==> src/hdl/vsa_pkg.sv <==
// ----------------------------------------------------------------------------
// vsa_pkg
// types and constants shared by the vector sensor aggregator modules
// ----------------------------------------------------------------------------
package vsa_pkg;

  localparam int unsigned NUM_PORTS = 8;   // sample ports on the top level
  localparam int unsigned SMP_W     = 16;
  localparam int unsigned LANE_W    = 3;   // element position inside one item
  localparam int unsigned POS_W     = 8;
  localparam int unsigned CNT_W     = 4;   // qualifying element count, up to 8
  localparam int unsigned SUM_W     = SMP_W + LANE_W;
  localparam int unsigned STAT_W    = 32;
  localparam int unsigned CFG_IDX_W = 2;
  localparam int unsigned CFG_DAT_W = 16;
  localparam int unsigned STEP_W    = 5;
  localparam logic [STEP_W-1:0] DIV_LAST = STEP_W'(SUM_W - 1);

  localparam logic [SMP_W-1:0] SMP_MAX    = '1;
  localparam logic [SMP_W-1:0] SMP_MIN    = '0;
  localparam logic [POS_W-1:0] NO_POS     = '1;

  typedef enum logic [1:0] {
    OP_MIN    = 2'd0,
    OP_MAX    = 2'd1,
    OP_AVG    = 2'd2,
    OP_DIRECT = 2'd3
  } op_e;

  typedef enum logic [CFG_IDX_W-1:0] {
    REG_OPERATION = 2'd0,
    REG_ELEM_CNT  = 2'd1,
    REG_EN_MASK   = 2'd2,
    REG_AVG_THR   = 2'd3
  } cfg_reg_e;

  typedef enum logic [2:0] {
    ST_IDLE,
    ST_MERGE,
    ST_START,
    ST_DIV,
    ST_DONE
  } state_e;

  typedef struct packed {
    logic [SMP_W-1:0] value;
    logic             min_ok;
    logic             max_ok;
    logic             avg_ok;
  } lane_t;

  typedef struct packed {
    logic              min_found;
    logic [SMP_W-1:0]  min_value;
    logic [LANE_W-1:0] min_pos;
    logic              max_found;
    logic [SMP_W-1:0]  max_value;
    logic [LANE_W-1:0] max_pos;
    logic [SUM_W-1:0]  avg_sum;
    logic [CNT_W-1:0]  avg_cnt;
  } merge_t;

endpackage

==> src/hdl/vsa_lane.sv <==
// ----------------------------------------------------------------------------
// vsa_lane
// one element lane: holds the sample and flags what it qualifies for
// ----------------------------------------------------------------------------
module vsa_lane (
  input  logic                       clk_i,
  input  logic                       load_i,
  input  logic [vsa_pkg::SMP_W-1:0]  sample_i,
  input  logic                       active_i,
  input  logic [vsa_pkg::SMP_W-1:0]  threshold_i,
  output vsa_pkg::lane_t             lane_o
);

  logic [vsa_pkg::SMP_W-1:0] value_q;

  always_ff @(posedge clk_i) begin
    if (load_i) begin
      value_q <= sample_i;
    end
  end

  // a sample equal to the search start value never wins a strict compare
  always_comb begin
    lane_o.value  = value_q;
    lane_o.min_ok = active_i && (value_q != vsa_pkg::SMP_MAX);
    lane_o.max_ok = active_i && (value_q != vsa_pkg::SMP_MIN);
    lane_o.avg_ok = active_i && (value_q > threshold_i);
  end

endmodule

==> src/hdl/vsa_merge.sv <==
// ----------------------------------------------------------------------------
// vsa_merge
// combines the lane flags into first minimum, first maximum and average terms
// ----------------------------------------------------------------------------
module vsa_merge #(
  parameter int unsigned NUM_LANES = 8
) (
  input  logic           clk_i,
  input  logic           capture_i,
  input  vsa_pkg::lane_t lanes_i [NUM_LANES],
  output vsa_pkg::merge_t merge_o
);

  vsa_pkg::merge_t merge_d;
  vsa_pkg::merge_t merge_q;

  // lower lane wins ties, so later lanes need a strictly better value
  always_comb begin
    merge_d = '0;
    merge_d.min_value = vsa_pkg::SMP_MAX;
    for (int i = 0; i < NUM_LANES; i++) begin
      if (lanes_i[i].min_ok && (!merge_d.min_found ||
          (lanes_i[i].value < merge_d.min_value))) begin
        merge_d.min_found = 1'b1;
        merge_d.min_value = lanes_i[i].value;
        merge_d.min_pos   = vsa_pkg::LANE_W'(i);
      end
      if (lanes_i[i].max_ok && (!merge_d.max_found ||
          (lanes_i[i].value > merge_d.max_value))) begin
        merge_d.max_found = 1'b1;
        merge_d.max_value = lanes_i[i].value;
        merge_d.max_pos   = vsa_pkg::LANE_W'(i);
      end
      if (lanes_i[i].avg_ok) begin
        merge_d.avg_sum = merge_d.avg_sum + vsa_pkg::SUM_W'(lanes_i[i].value);
        merge_d.avg_cnt = merge_d.avg_cnt + vsa_pkg::CNT_W'(1);
      end
    end
  end

  always_ff @(posedge clk_i) begin
    if (capture_i) begin
      merge_q <= merge_d;
    end
  end

  assign merge_o = merge_q;

endmodule

==> src/hdl/vsa_div.sv <==
// ----------------------------------------------------------------------------
// vsa_div
// restoring divider, one quotient bit a cycle, for the thresholded mean
// ----------------------------------------------------------------------------
module vsa_div (
  input  logic                       clk_i,
  input  logic                       rst_ni,
  input  logic                       start_i,
  input  logic [vsa_pkg::SUM_W-1:0]  dividend_i,
  input  logic [vsa_pkg::CNT_W-1:0]  divisor_i,
  output logic                       done_o,
  output logic [vsa_pkg::SUM_W-1:0]  quotient_o
);

  logic                        busy_q;
  logic [vsa_pkg::STEP_W-1:0]  step_q;
  logic [vsa_pkg::SUM_W-1:0]   quo_q, quo_d;
  logic [vsa_pkg::CNT_W-1:0]   rem_q, rem_d;
  logic [vsa_pkg::CNT_W-1:0]   div_q;
  logic [vsa_pkg::CNT_W:0]     trial;
  logic                        fits;

  always_comb begin
    trial = {rem_q, quo_q[vsa_pkg::SUM_W-1]};
    fits  = trial >= {1'b0, div_q};
    rem_d = fits ? vsa_pkg::CNT_W'(trial - {1'b0, div_q}) : vsa_pkg::CNT_W'(trial);
    quo_d = {quo_q[vsa_pkg::SUM_W-2:0], fits};
  end

  always_ff @(posedge clk_i or negedge rst_ni) begin
    if (!rst_ni) begin
      busy_q <= 1'b0;
      step_q <= '0;
    end else if (start_i) begin
      busy_q <= 1'b1;
      step_q <= '0;
    end else if (busy_q) begin
      step_q <= step_q + vsa_pkg::STEP_W'(1);
      if (step_q == vsa_pkg::DIV_LAST) begin
        busy_q <= 1'b0;
      end
    end
  end

  always_ff @(posedge clk_i) begin
    if (start_i) begin
      quo_q <= dividend_i;
      rem_q <= '0;
      div_q <= divisor_i;
    end else if (busy_q) begin
      quo_q <= quo_d;
      rem_q <= rem_d;
    end
  end

  assign done_o     = busy_q && (step_q == vsa_pkg::DIV_LAST);
  assign quotient_o = quo_q;

endmodule

==> src/hdl/vector_sensor_aggregator_unit.sv <==
// ----------------------------------------------------------------------------
// vector_sensor_aggregator_unit
// reduces up to eight element samples to one sensor value and keeps statistics
// ----------------------------------------------------------------------------
// One item is taken at a time. Minimum, maximum and direct items skip the
// divider; thresholded average items also pass the 19-step serial divider
// that forms the mean. Each element has its own lane that holds the sample
// and flags whether it takes part; a merge stage picks the first strict
// minimum and maximum and sums the samples above threshold. A result sits in
// an output register, so the next input transfer is taken while that result
// waits. Configuration is written through cfg_* with cfg_ready_o always high;
// write it only while no item is in flight.
module vector_sensor_aggregator_unit #(
  parameter int unsigned NUM_ELEMENTS = 8
) (
  input  logic                           clk_i,
  input  logic                           rst_ni,
  // configuration writes
  input  logic                           cfg_valid_i,
  output logic                           cfg_ready_o,
  input  logic [vsa_pkg::CFG_IDX_W-1:0]  cfg_index_i,
  input  logic [vsa_pkg::CFG_DAT_W-1:0]  cfg_data_i,
  // input items
  input  logic                           in_valid_i,
  output logic                           in_stall_o,
  input  logic [vsa_pkg::SMP_W-1:0]      sample_0_i,
  input  logic [vsa_pkg::SMP_W-1:0]      sample_1_i,
  input  logic [vsa_pkg::SMP_W-1:0]      sample_2_i,
  input  logic [vsa_pkg::SMP_W-1:0]      sample_3_i,
  input  logic [vsa_pkg::SMP_W-1:0]      sample_4_i,
  input  logic [vsa_pkg::SMP_W-1:0]      sample_5_i,
  input  logic [vsa_pkg::SMP_W-1:0]      sample_6_i,
  input  logic [vsa_pkg::SMP_W-1:0]      sample_7_i,
  input  logic                           clear_stats_i,
  // result items
  output logic                           out_valid_o,
  input  logic                           out_stall_i,
  output logic                           updated_o,
  output logic [vsa_pkg::SMP_W-1:0]      value_o,
  output logic [vsa_pkg::POS_W-1:0]      min_position_o,
  output logic [vsa_pkg::POS_W-1:0]      max_position_o,
  output logic [vsa_pkg::SMP_W-1:0]      stat_min_o,
  output logic [vsa_pkg::SMP_W-1:0]      stat_max_o,
  output logic [vsa_pkg::STAT_W-1:0]     accumulator_o,
  output logic [vsa_pkg::STAT_W-1:0]     update_seq_o
);

  localparam logic [vsa_pkg::CNT_W-1:0] NumElem = vsa_pkg::CNT_W'(NUM_ELEMENTS);

  // configuration registers
  vsa_pkg::op_e               op_q;
  logic [vsa_pkg::CNT_W-1:0]  elem_cnt_q;
  logic [NUM_ELEMENTS-1:0]    en_mask_q;
  logic [vsa_pkg::SMP_W-1:0]  avg_thr_q;

  // statistics state
  logic                       pending_q;
  logic [vsa_pkg::SMP_W-1:0]  cur_q;
  logic [vsa_pkg::SMP_W-1:0]  rmin_q;
  logic [vsa_pkg::SMP_W-1:0]  rmax_q;
  logic [vsa_pkg::STAT_W-1:0] sum_q;
  logic [vsa_pkg::STAT_W-1:0] tag_q;
  logic [vsa_pkg::POS_W-1:0]  min_idx_q;
  logic [vsa_pkg::POS_W-1:0]  max_idx_q;

  // item control
  vsa_pkg::state_e            state_q, state_d;
  logic                       clear_q;
  logic                       load;
  logic                       capture;
  logic                       div_start;
  logic                       commit;
  logic                       out_free;

  logic [vsa_pkg::SMP_W-1:0]  samples [vsa_pkg::NUM_PORTS];
  logic [vsa_pkg::CNT_W-1:0]  cnt_sat;
  logic [NUM_ELEMENTS-1:0]    active;
  vsa_pkg::lane_t             lanes [NUM_ELEMENTS];
  vsa_pkg::merge_t            merge;
  logic                       div_done;
  logic [vsa_pkg::SUM_W-1:0]  quotient;

  // commit values
  logic                       upd;
  logic [vsa_pkg::SMP_W-1:0]  v;
  logic [vsa_pkg::SMP_W-1:0]  cur_d, rmin_d, rmax_d;
  logic [vsa_pkg::STAT_W-1:0] sum_d, tag_d;
  logic [vsa_pkg::POS_W-1:0]  min_idx_d, max_idx_d;

  // ---------------------------------------------------------------------------
  // configuration port, always ready
  // ---------------------------------------------------------------------------
  assign cfg_ready_o = 1'b1;

  always_ff @(posedge clk_i or negedge rst_ni) begin
    if (!rst_ni) begin
      op_q       <= vsa_pkg::OP_MIN;
      elem_cnt_q <= '0;
      en_mask_q  <= '0;
      avg_thr_q  <= '0;
    end else if (cfg_valid_i && cfg_ready_o) begin
      case (cfg_index_i)
        vsa_pkg::REG_OPERATION: op_q       <= vsa_pkg::op_e'(cfg_data_i[1:0]);
        vsa_pkg::REG_ELEM_CNT:  elem_cnt_q <= cfg_data_i[vsa_pkg::CNT_W-1:0];
        vsa_pkg::REG_EN_MASK:   en_mask_q  <= cfg_data_i[NUM_ELEMENTS-1:0];
        vsa_pkg::REG_AVG_THR:   avg_thr_q  <= cfg_data_i;
        default: ;
      endcase
    end
  end

  // ---------------------------------------------------------------------------
  // element lanes
  // ---------------------------------------------------------------------------
  assign samples[0] = sample_0_i;
  assign samples[1] = sample_1_i;
  assign samples[2] = sample_2_i;
  assign samples[3] = sample_3_i;
  assign samples[4] = sample_4_i;
  assign samples[5] = sample_5_i;
  assign samples[6] = sample_6_i;
  assign samples[7] = sample_7_i;

  // counts past the lane number saturate
  assign cnt_sat = (elem_cnt_q > NumElem) ? NumElem : elem_cnt_q;

  for (genvar g = 0; g < NUM_ELEMENTS; g++) begin : g_lane
    assign active[g] = en_mask_q[g] && (vsa_pkg::CNT_W'(g) < cnt_sat);

    vsa_lane u_lane (
      .clk_i       (clk_i),
      .load_i      (load),
      .sample_i    (samples[g]),
      .active_i    (active[g]),
      .threshold_i (avg_thr_q),
      .lane_o      (lanes[g])
    );
  end

  // ---------------------------------------------------------------------------
  // merge stage and divider
  // ---------------------------------------------------------------------------
  vsa_merge #(
    .NUM_LANES (NUM_ELEMENTS)
  ) u_merge (
    .clk_i     (clk_i),
    .capture_i (capture),
    .lanes_i   (lanes),
    .merge_o   (merge)
  );

  vsa_div u_div (
    .clk_i      (clk_i),
    .rst_ni     (rst_ni),
    .start_i    (div_start),
    .dividend_i (merge.avg_sum),
    .divisor_i  (merge.avg_cnt),
    .done_o     (div_done),
    .quotient_o (quotient)
  );

  // ---------------------------------------------------------------------------
  // item sequencer
  // ---------------------------------------------------------------------------
  assign out_free = !out_valid_o || !out_stall_i;

  always_ff @(posedge clk_i or negedge rst_ni) begin
    if (!rst_ni) begin
      state_q <= vsa_pkg::ST_IDLE;
    end else begin
      state_q <= state_d;
    end
  end

  always_comb begin
    state_d    = state_q;
    in_stall_o = 1'b1;
    load       = 1'b0;
    capture    = 1'b0;
    div_start  = 1'b0;
    commit     = 1'b0;
    case (state_q)
      vsa_pkg::ST_IDLE: begin
        in_stall_o = 1'b0;
        load       = in_valid_i;
        if (in_valid_i) begin
          state_d = vsa_pkg::ST_MERGE;
        end
      end
      vsa_pkg::ST_MERGE: begin
        capture = 1'b1;
        state_d = vsa_pkg::ST_START;
      end
      vsa_pkg::ST_START: begin
        if (op_q == vsa_pkg::OP_AVG) begin
          div_start = 1'b1;
          state_d   = vsa_pkg::ST_DIV;
        end else begin
          state_d   = vsa_pkg::ST_DONE;
        end
      end
      vsa_pkg::ST_DIV: begin
        if (div_done) begin
          state_d = vsa_pkg::ST_DONE;
        end
      end
      vsa_pkg::ST_DONE: begin
        // wait for room in the output register
        if (out_free) begin
          commit  = 1'b1;
          state_d = vsa_pkg::ST_IDLE;
        end
      end
      default: begin
        state_d = vsa_pkg::ST_IDLE;
      end
    endcase
  end

  always_ff @(posedge clk_i) begin
    if (load) begin
      clear_q <= clear_stats_i;
    end
  end

  // ---------------------------------------------------------------------------
  // statistics update
  // ---------------------------------------------------------------------------
  always_comb begin
    // a pending or requested clear comes first; the update count survives it
    if (pending_q || clear_q) begin
      cur_d     = '0;
      rmin_d    = vsa_pkg::SMP_MAX;
      rmax_d    = vsa_pkg::SMP_MIN;
      sum_d     = '0;
      min_idx_d = vsa_pkg::NO_POS;
      max_idx_d = vsa_pkg::NO_POS;
    end else begin
      cur_d     = cur_q;
      rmin_d    = rmin_q;
      rmax_d    = rmax_q;
      sum_d     = sum_q;
      min_idx_d = min_idx_q;
      max_idx_d = max_idx_q;
    end
    tag_d = tag_q;

    // the reduced value; the min position is written on minimum items, the max position on maximum items
    case (op_q)
      vsa_pkg::OP_MIN: begin
        v         = merge.min_found ? merge.min_value : vsa_pkg::SMP_MAX;
        min_idx_d = merge.min_found ? vsa_pkg::POS_W'(merge.min_pos) : '0;
        upd       = merge.min_found;
      end
      vsa_pkg::OP_MAX: begin
        v         = merge.max_found ? merge.max_value : vsa_pkg::SMP_MIN;
        max_idx_d = merge.max_found ? vsa_pkg::POS_W'(merge.max_pos) : '0;
        upd       = merge.max_found;
      end
      vsa_pkg::OP_AVG: begin
        // no qualifying sample gives a zero mean
        v   = (merge.avg_cnt != '0) ? quotient[vsa_pkg::SMP_W-1:0] : '0;
        upd = (v != '0);
      end
      default: begin
        v   = lanes[0].value;
        upd = 1'b1;
      end
    endcase

    if (upd) begin
      cur_d = v;
      if (v < rmin_d) begin
        rmin_d = v;
      end
      if (v > rmax_d) begin
        rmax_d = v;
      end
      sum_d = sum_d + vsa_pkg::STAT_W'(v);
      tag_d = tag_q + vsa_pkg::STAT_W'(1);
    end
  end

  always_ff @(posedge clk_i or negedge rst_ni) begin
    if (!rst_ni) begin
      pending_q <= 1'b1;
      cur_q     <= '0;
      rmin_q    <= vsa_pkg::SMP_MAX;
      rmax_q    <= vsa_pkg::SMP_MIN;
      sum_q     <= '0;
      tag_q     <= '0;
      min_idx_q <= vsa_pkg::NO_POS;
      max_idx_q <= vsa_pkg::NO_POS;
    end else if (commit) begin
      pending_q <= 1'b0;
      cur_q     <= cur_d;
      rmin_q    <= rmin_d;
      rmax_q    <= rmax_d;
      sum_q     <= sum_d;
      tag_q     <= tag_d;
      min_idx_q <= min_idx_d;
      max_idx_q <= max_idx_d;
    end
  end

  // ---------------------------------------------------------------------------
  // output register
  // ---------------------------------------------------------------------------
  always_ff @(posedge clk_i or negedge rst_ni) begin
    if (!rst_ni) begin
      out_valid_o <= 1'b0;
    end else if (commit) begin
      out_valid_o <= 1'b1;
    end else if (!out_stall_i) begin
      out_valid_o <= 1'b0;
    end
  end

  always_ff @(posedge clk_i) begin
    if (commit) begin
      updated_o      <= upd;
      value_o        <= cur_d;
      min_position_o <= min_idx_d;
      max_position_o <= max_idx_d;
      stat_min_o     <= rmin_d;
      stat_max_o     <= rmax_d;
      accumulator_o  <= sum_d;
      update_seq_o   <= tag_d;
    end
  end

endmodule

==> config.mk <==
export PLATFORM = sky130hd
export DESIGN_NAME = vector_sensor_aggregator_unit
export DESIGN_NICKNAME = d
export VERILOG_FILES = /design/src/hdl/vsa_pkg.sv /design/src/hdl/vsa_lane.sv /design/src/hdl/vsa_merge.sv /design/src/hdl/vsa_div.sv /design/src/hdl/vector_sensor_aggregator_unit.sv
export SDC_FILE = /design/constraint.sdc
export NUM_CORES = 2
export LEC_CHECK = 0
export ABC_AREA = 1
export BUFFER_PORTS_ARGS = -buffer_cell sky130_fd_sc_hd__buf_4
export CORE_MARGIN = 4
export CORE_UTILIZATION = 46
export DETAILED_ROUTE_END_ITERATION = 7
export PLACE_DENSITY = 0.63
export SLEW_MARGIN = 20
export SYNTH_ARGS = -nofsm -noshare
export SYNTH_HDL_FRONTEND = slang
export SYNTH_SLANG_ARGS = --single-unit
==> constraint.sdc <==
create_clock -name clk_i -period 11.3 [get_ports clk_i]
set_input_delay 0.565 -clock clk_i [delete_from_list [all_inputs] [get_ports clk_i]]
set_output_delay 0.565 -clock clk_i [all_outputs]
set_load 0.03 [all_outputs]
==> qor.txt <==
Peak VDD IR - 0.000167 V
Cell count after synthesis - 4609
Synth top area cells - edfxtp_1, ha_1, nand2_1
Max Slew Vio Count - 0
Leakage - 22.6 nW
CTS tree - yes
Distinct cells, synth - 59
Starting Density - 46.4%
Core area - 82000 um2
Clk sink count - 517
WP data arrival - 12.75 ns
Vias - 36100
Worst EP required - 11.67 ns
Failing checks - setup timing
Mapped Area - 38000 um2
Crit path time final - 12.38 ns
Placed instance area - 44600 um2
Tot Pwr - 12.1 mW
Commonest non-fill, non-tap cell in the layout - nand2_1
Final Hold Vio Count - 0
Area leader, netlist - edfxtp_1
Dpl hpwl - 98.5 mm
Port bufs - 282
Die area - 87300 um2
CP Capture Type - flop
Ys async rst share - 32.7%
Post-synthesis register bit count - 517
Sw frac - 44.7%
CP peak stage delay - 0.40 ns
Initial antenna violation count - 1
Worst Max-Slew Pin Slew - 1.02 ns
Worst path slowest cell - edfxtp_1
Clock slew at reported path FFs - 0.06 ns
Fin nets - 6013
Yosys synthesis warning count - 0
Startpoint Class - flop
Final Cycle Share - 110%
Fmax achieved - 80.7 MHz
Setup CP Type - reg -> reg
Comb pwr share - 57.8%
Largest net degree at the start of global routing - 150
Flop pwr share - 27.5%
Share of cells above drive strength 1 - 21.3%
Num CTS Buffers - 57
Final Skew - 0.0570 ns
First-pass GRT wire length - 195 mm
H-tree depth - 2
Final wirelength - 131 mm
Vias in the first global route - 33400
Syn Nets - 5288
Mean Syn Cell Area - 8.25 um2
Row Count - 105
IO Pins - 284
Die width - 296 um
Routability Congestion - 0.974
Routed Antenna Nets - 0
Hold WC Path Type - in -> reg
Post-layout worst setup margin - -1.08 ns
P_sw - 5.41 mW
DR pass1 iterations - 6
Chip height - 296 um
Top cell type's share of synthesized area - 27.2%
Status - complete, but fails checks
Final setup violation count - 40
Wire per inst - 20.2 um
WHS - 0.0940 ns
RSZ-0062 raised after global routing - yes
Int Power - 6.68 mW
MaxCap Viol Count - 0
Clk pwr share - 14.8%
PD cells - 252 nW/um2
Crit path top cell by count - nand2_1
Predominant post-synthesis flop cell - edfxtp_1
Setup TNS - -29.98 ns
Max_slew headroom - 32.0%
Longest Clk Path Bufs - 3
Commonest cells after routing, fill and taps aside - nand2_1, buf_4, ha_1
GRT overflow - 0
DRC - 0
Seq/Total Area, Yosys - 38.6%
CTS root buf - clkbuf_16
Number of synthesized flops with an enable pin - 344
Post-route cell area - 47900 um2
Worst-skew pair later-pin latency - 0.66 ns
Total track usage - 29.0%
Synthesis-to-finish area growth - 25.9%
Via/cell ratio - 5.59
Worst-path fanout max - 20
1st-iter DRT viols - 3378
## kinds of logic after synthesis
family	count (synthesis)	share of synthesized area, %
simple gates	1838	20.0
compound gates	1040	15.1
buf+inv	548	5.58
fa+ha+maj	527	17.5
flops	517	38.6
xor+xnor	136	3.13
mux	2	0.0559
other cells	1	0.00986
## worst paths after layout
path / from / slack [ns] / to / cells after the start
worst max-delay path: g_lane[0].u_lane.value_q[5] / -1.08 / u_merge.merge_o[29] / 91
max in group asynchronous: rst_ni / 9.62 / tag_q[18] / 3
min in group asynchronous: rst_ni / 0.43 / cur_q[1] / 2
worst max register to register: g_lane[0].u_lane.value_q[5] / -1.08 / u_merge.merge_o[29] / 91
worst min-delay path: sample_6_i[11] / 0.09 / g_lane[6].u_lane.value_q[11] / 1
worst min register to register: pending_q / 0.45 / pending_q / 2
## routing by layer
metal / global-route usage [%] / vias up / part of all wire [%]
li1: - / 17500 / -
met1: 41.2 / 16700 / 44
met2: 45.5 / 1551 / 44
met3: 4.06 / 300 / 8.6
met4: 10.7 / 0 / 4.2
met5: 0 / - / 0
## what timing repair did
action                                  in CTS  in global routing
gates resized for setup                    124                233
hold buffers                                 1                  0
buffers inserted                             5                 23
pin swaps                                   10                 94
endpoints found under the setup margin      40                 47
hold endpoints to repair                    50                  0
cloned                                       8                 15
## power by group through the flow
stage / registers [mW] / logic [mW] / clock network [mW]
floorplan: 3.37 / 3.80 / 0
global placement: 3.32 / 6.33 / 0
detailed placement: 3.33 / 6.45 / 0
CTS: 3.31 / 6.59 / 1.83
global route: 3.37 / 7.76 / 1.92
finish: 3.32 / 6.98 / 1.79
## flip-flops by register name, summed over array words and instances, names as in the netlist, 8 cells and up
signal / cells
max_position_o: 8
rmax_q: 16
update_seq_o: 32
tag_q: 32
value_o: 16
g_lane.u_lane.value_q: 128
min_position_o: 8
en_mask_q: 8
stat_min_o: 16
min_idx_q: 8
u_div.quotient_o: 19
accumulator_o: 32
stat_max_o: 16
u_merge.merge_o: 63
max_idx_q: 8
sum_q: 32
rmin_q: 16
cur_q: 16
avg_thr_q: 16
## cell usage after synthesis, types with 11 or more instances
cell type,instances
a211oi_1,32
a21oi_1,288
a22oi_1,11
a31oi_1,22
a41oi_1,16
buf_1,12
clkbuf_1,108
dfrtp_1,136
dfstp_2,33
edfxtp_1,344
ha_1,518
inv_1,399
nand2_1,1180
nand2_2,23
nand3_1,137
nand4_1,63
nor2_1,296
nor3_1,48
nor4_1,53
o211ai_1,15
o21a_1,12
o21ai_0,552
o21bai_1,15
o31ai_1,22
or2_2,21
xnor2_1,47
xor2_1,89
## critical path, delay by kind of cell (launching register included)
kind / cells / cell delay (ns)
adder cells (fa/ha/maj): 7 / 1.96
flip-flops: 1 / 0.40
AND/OR/NAND/NOR: 36 / 3.44
buffers and inverters: 14 / 1.92
AO/OA/AOI/OAI: 34 / 4.35
## through the flow
stage | std cells | utilization [%] | setup WS (ns)
global route | 6453 | 58.4 | -1.79
CTS | 6415 | 57.1 | -0.924
floorplan | 4609 | - | 0.00722
global placement | 6293 | 54.4 | -1.22
finish | 6454 | 58.4 | -1.08
detailed placement | 6293 | 54.4 | -1.48
## cell type report
cell class,instances,area (um2)
antenna,1,2.50
timing repair buffer,800,6460
clock buffer,82,1570
clock inverter,26,239
tap,1070,1340
sequential,517,14700
inverter,410,1550
fill,7446,34100
multi-input combinational,3548,22100
No activity file was read; power rests on OpenSTA's default activity.
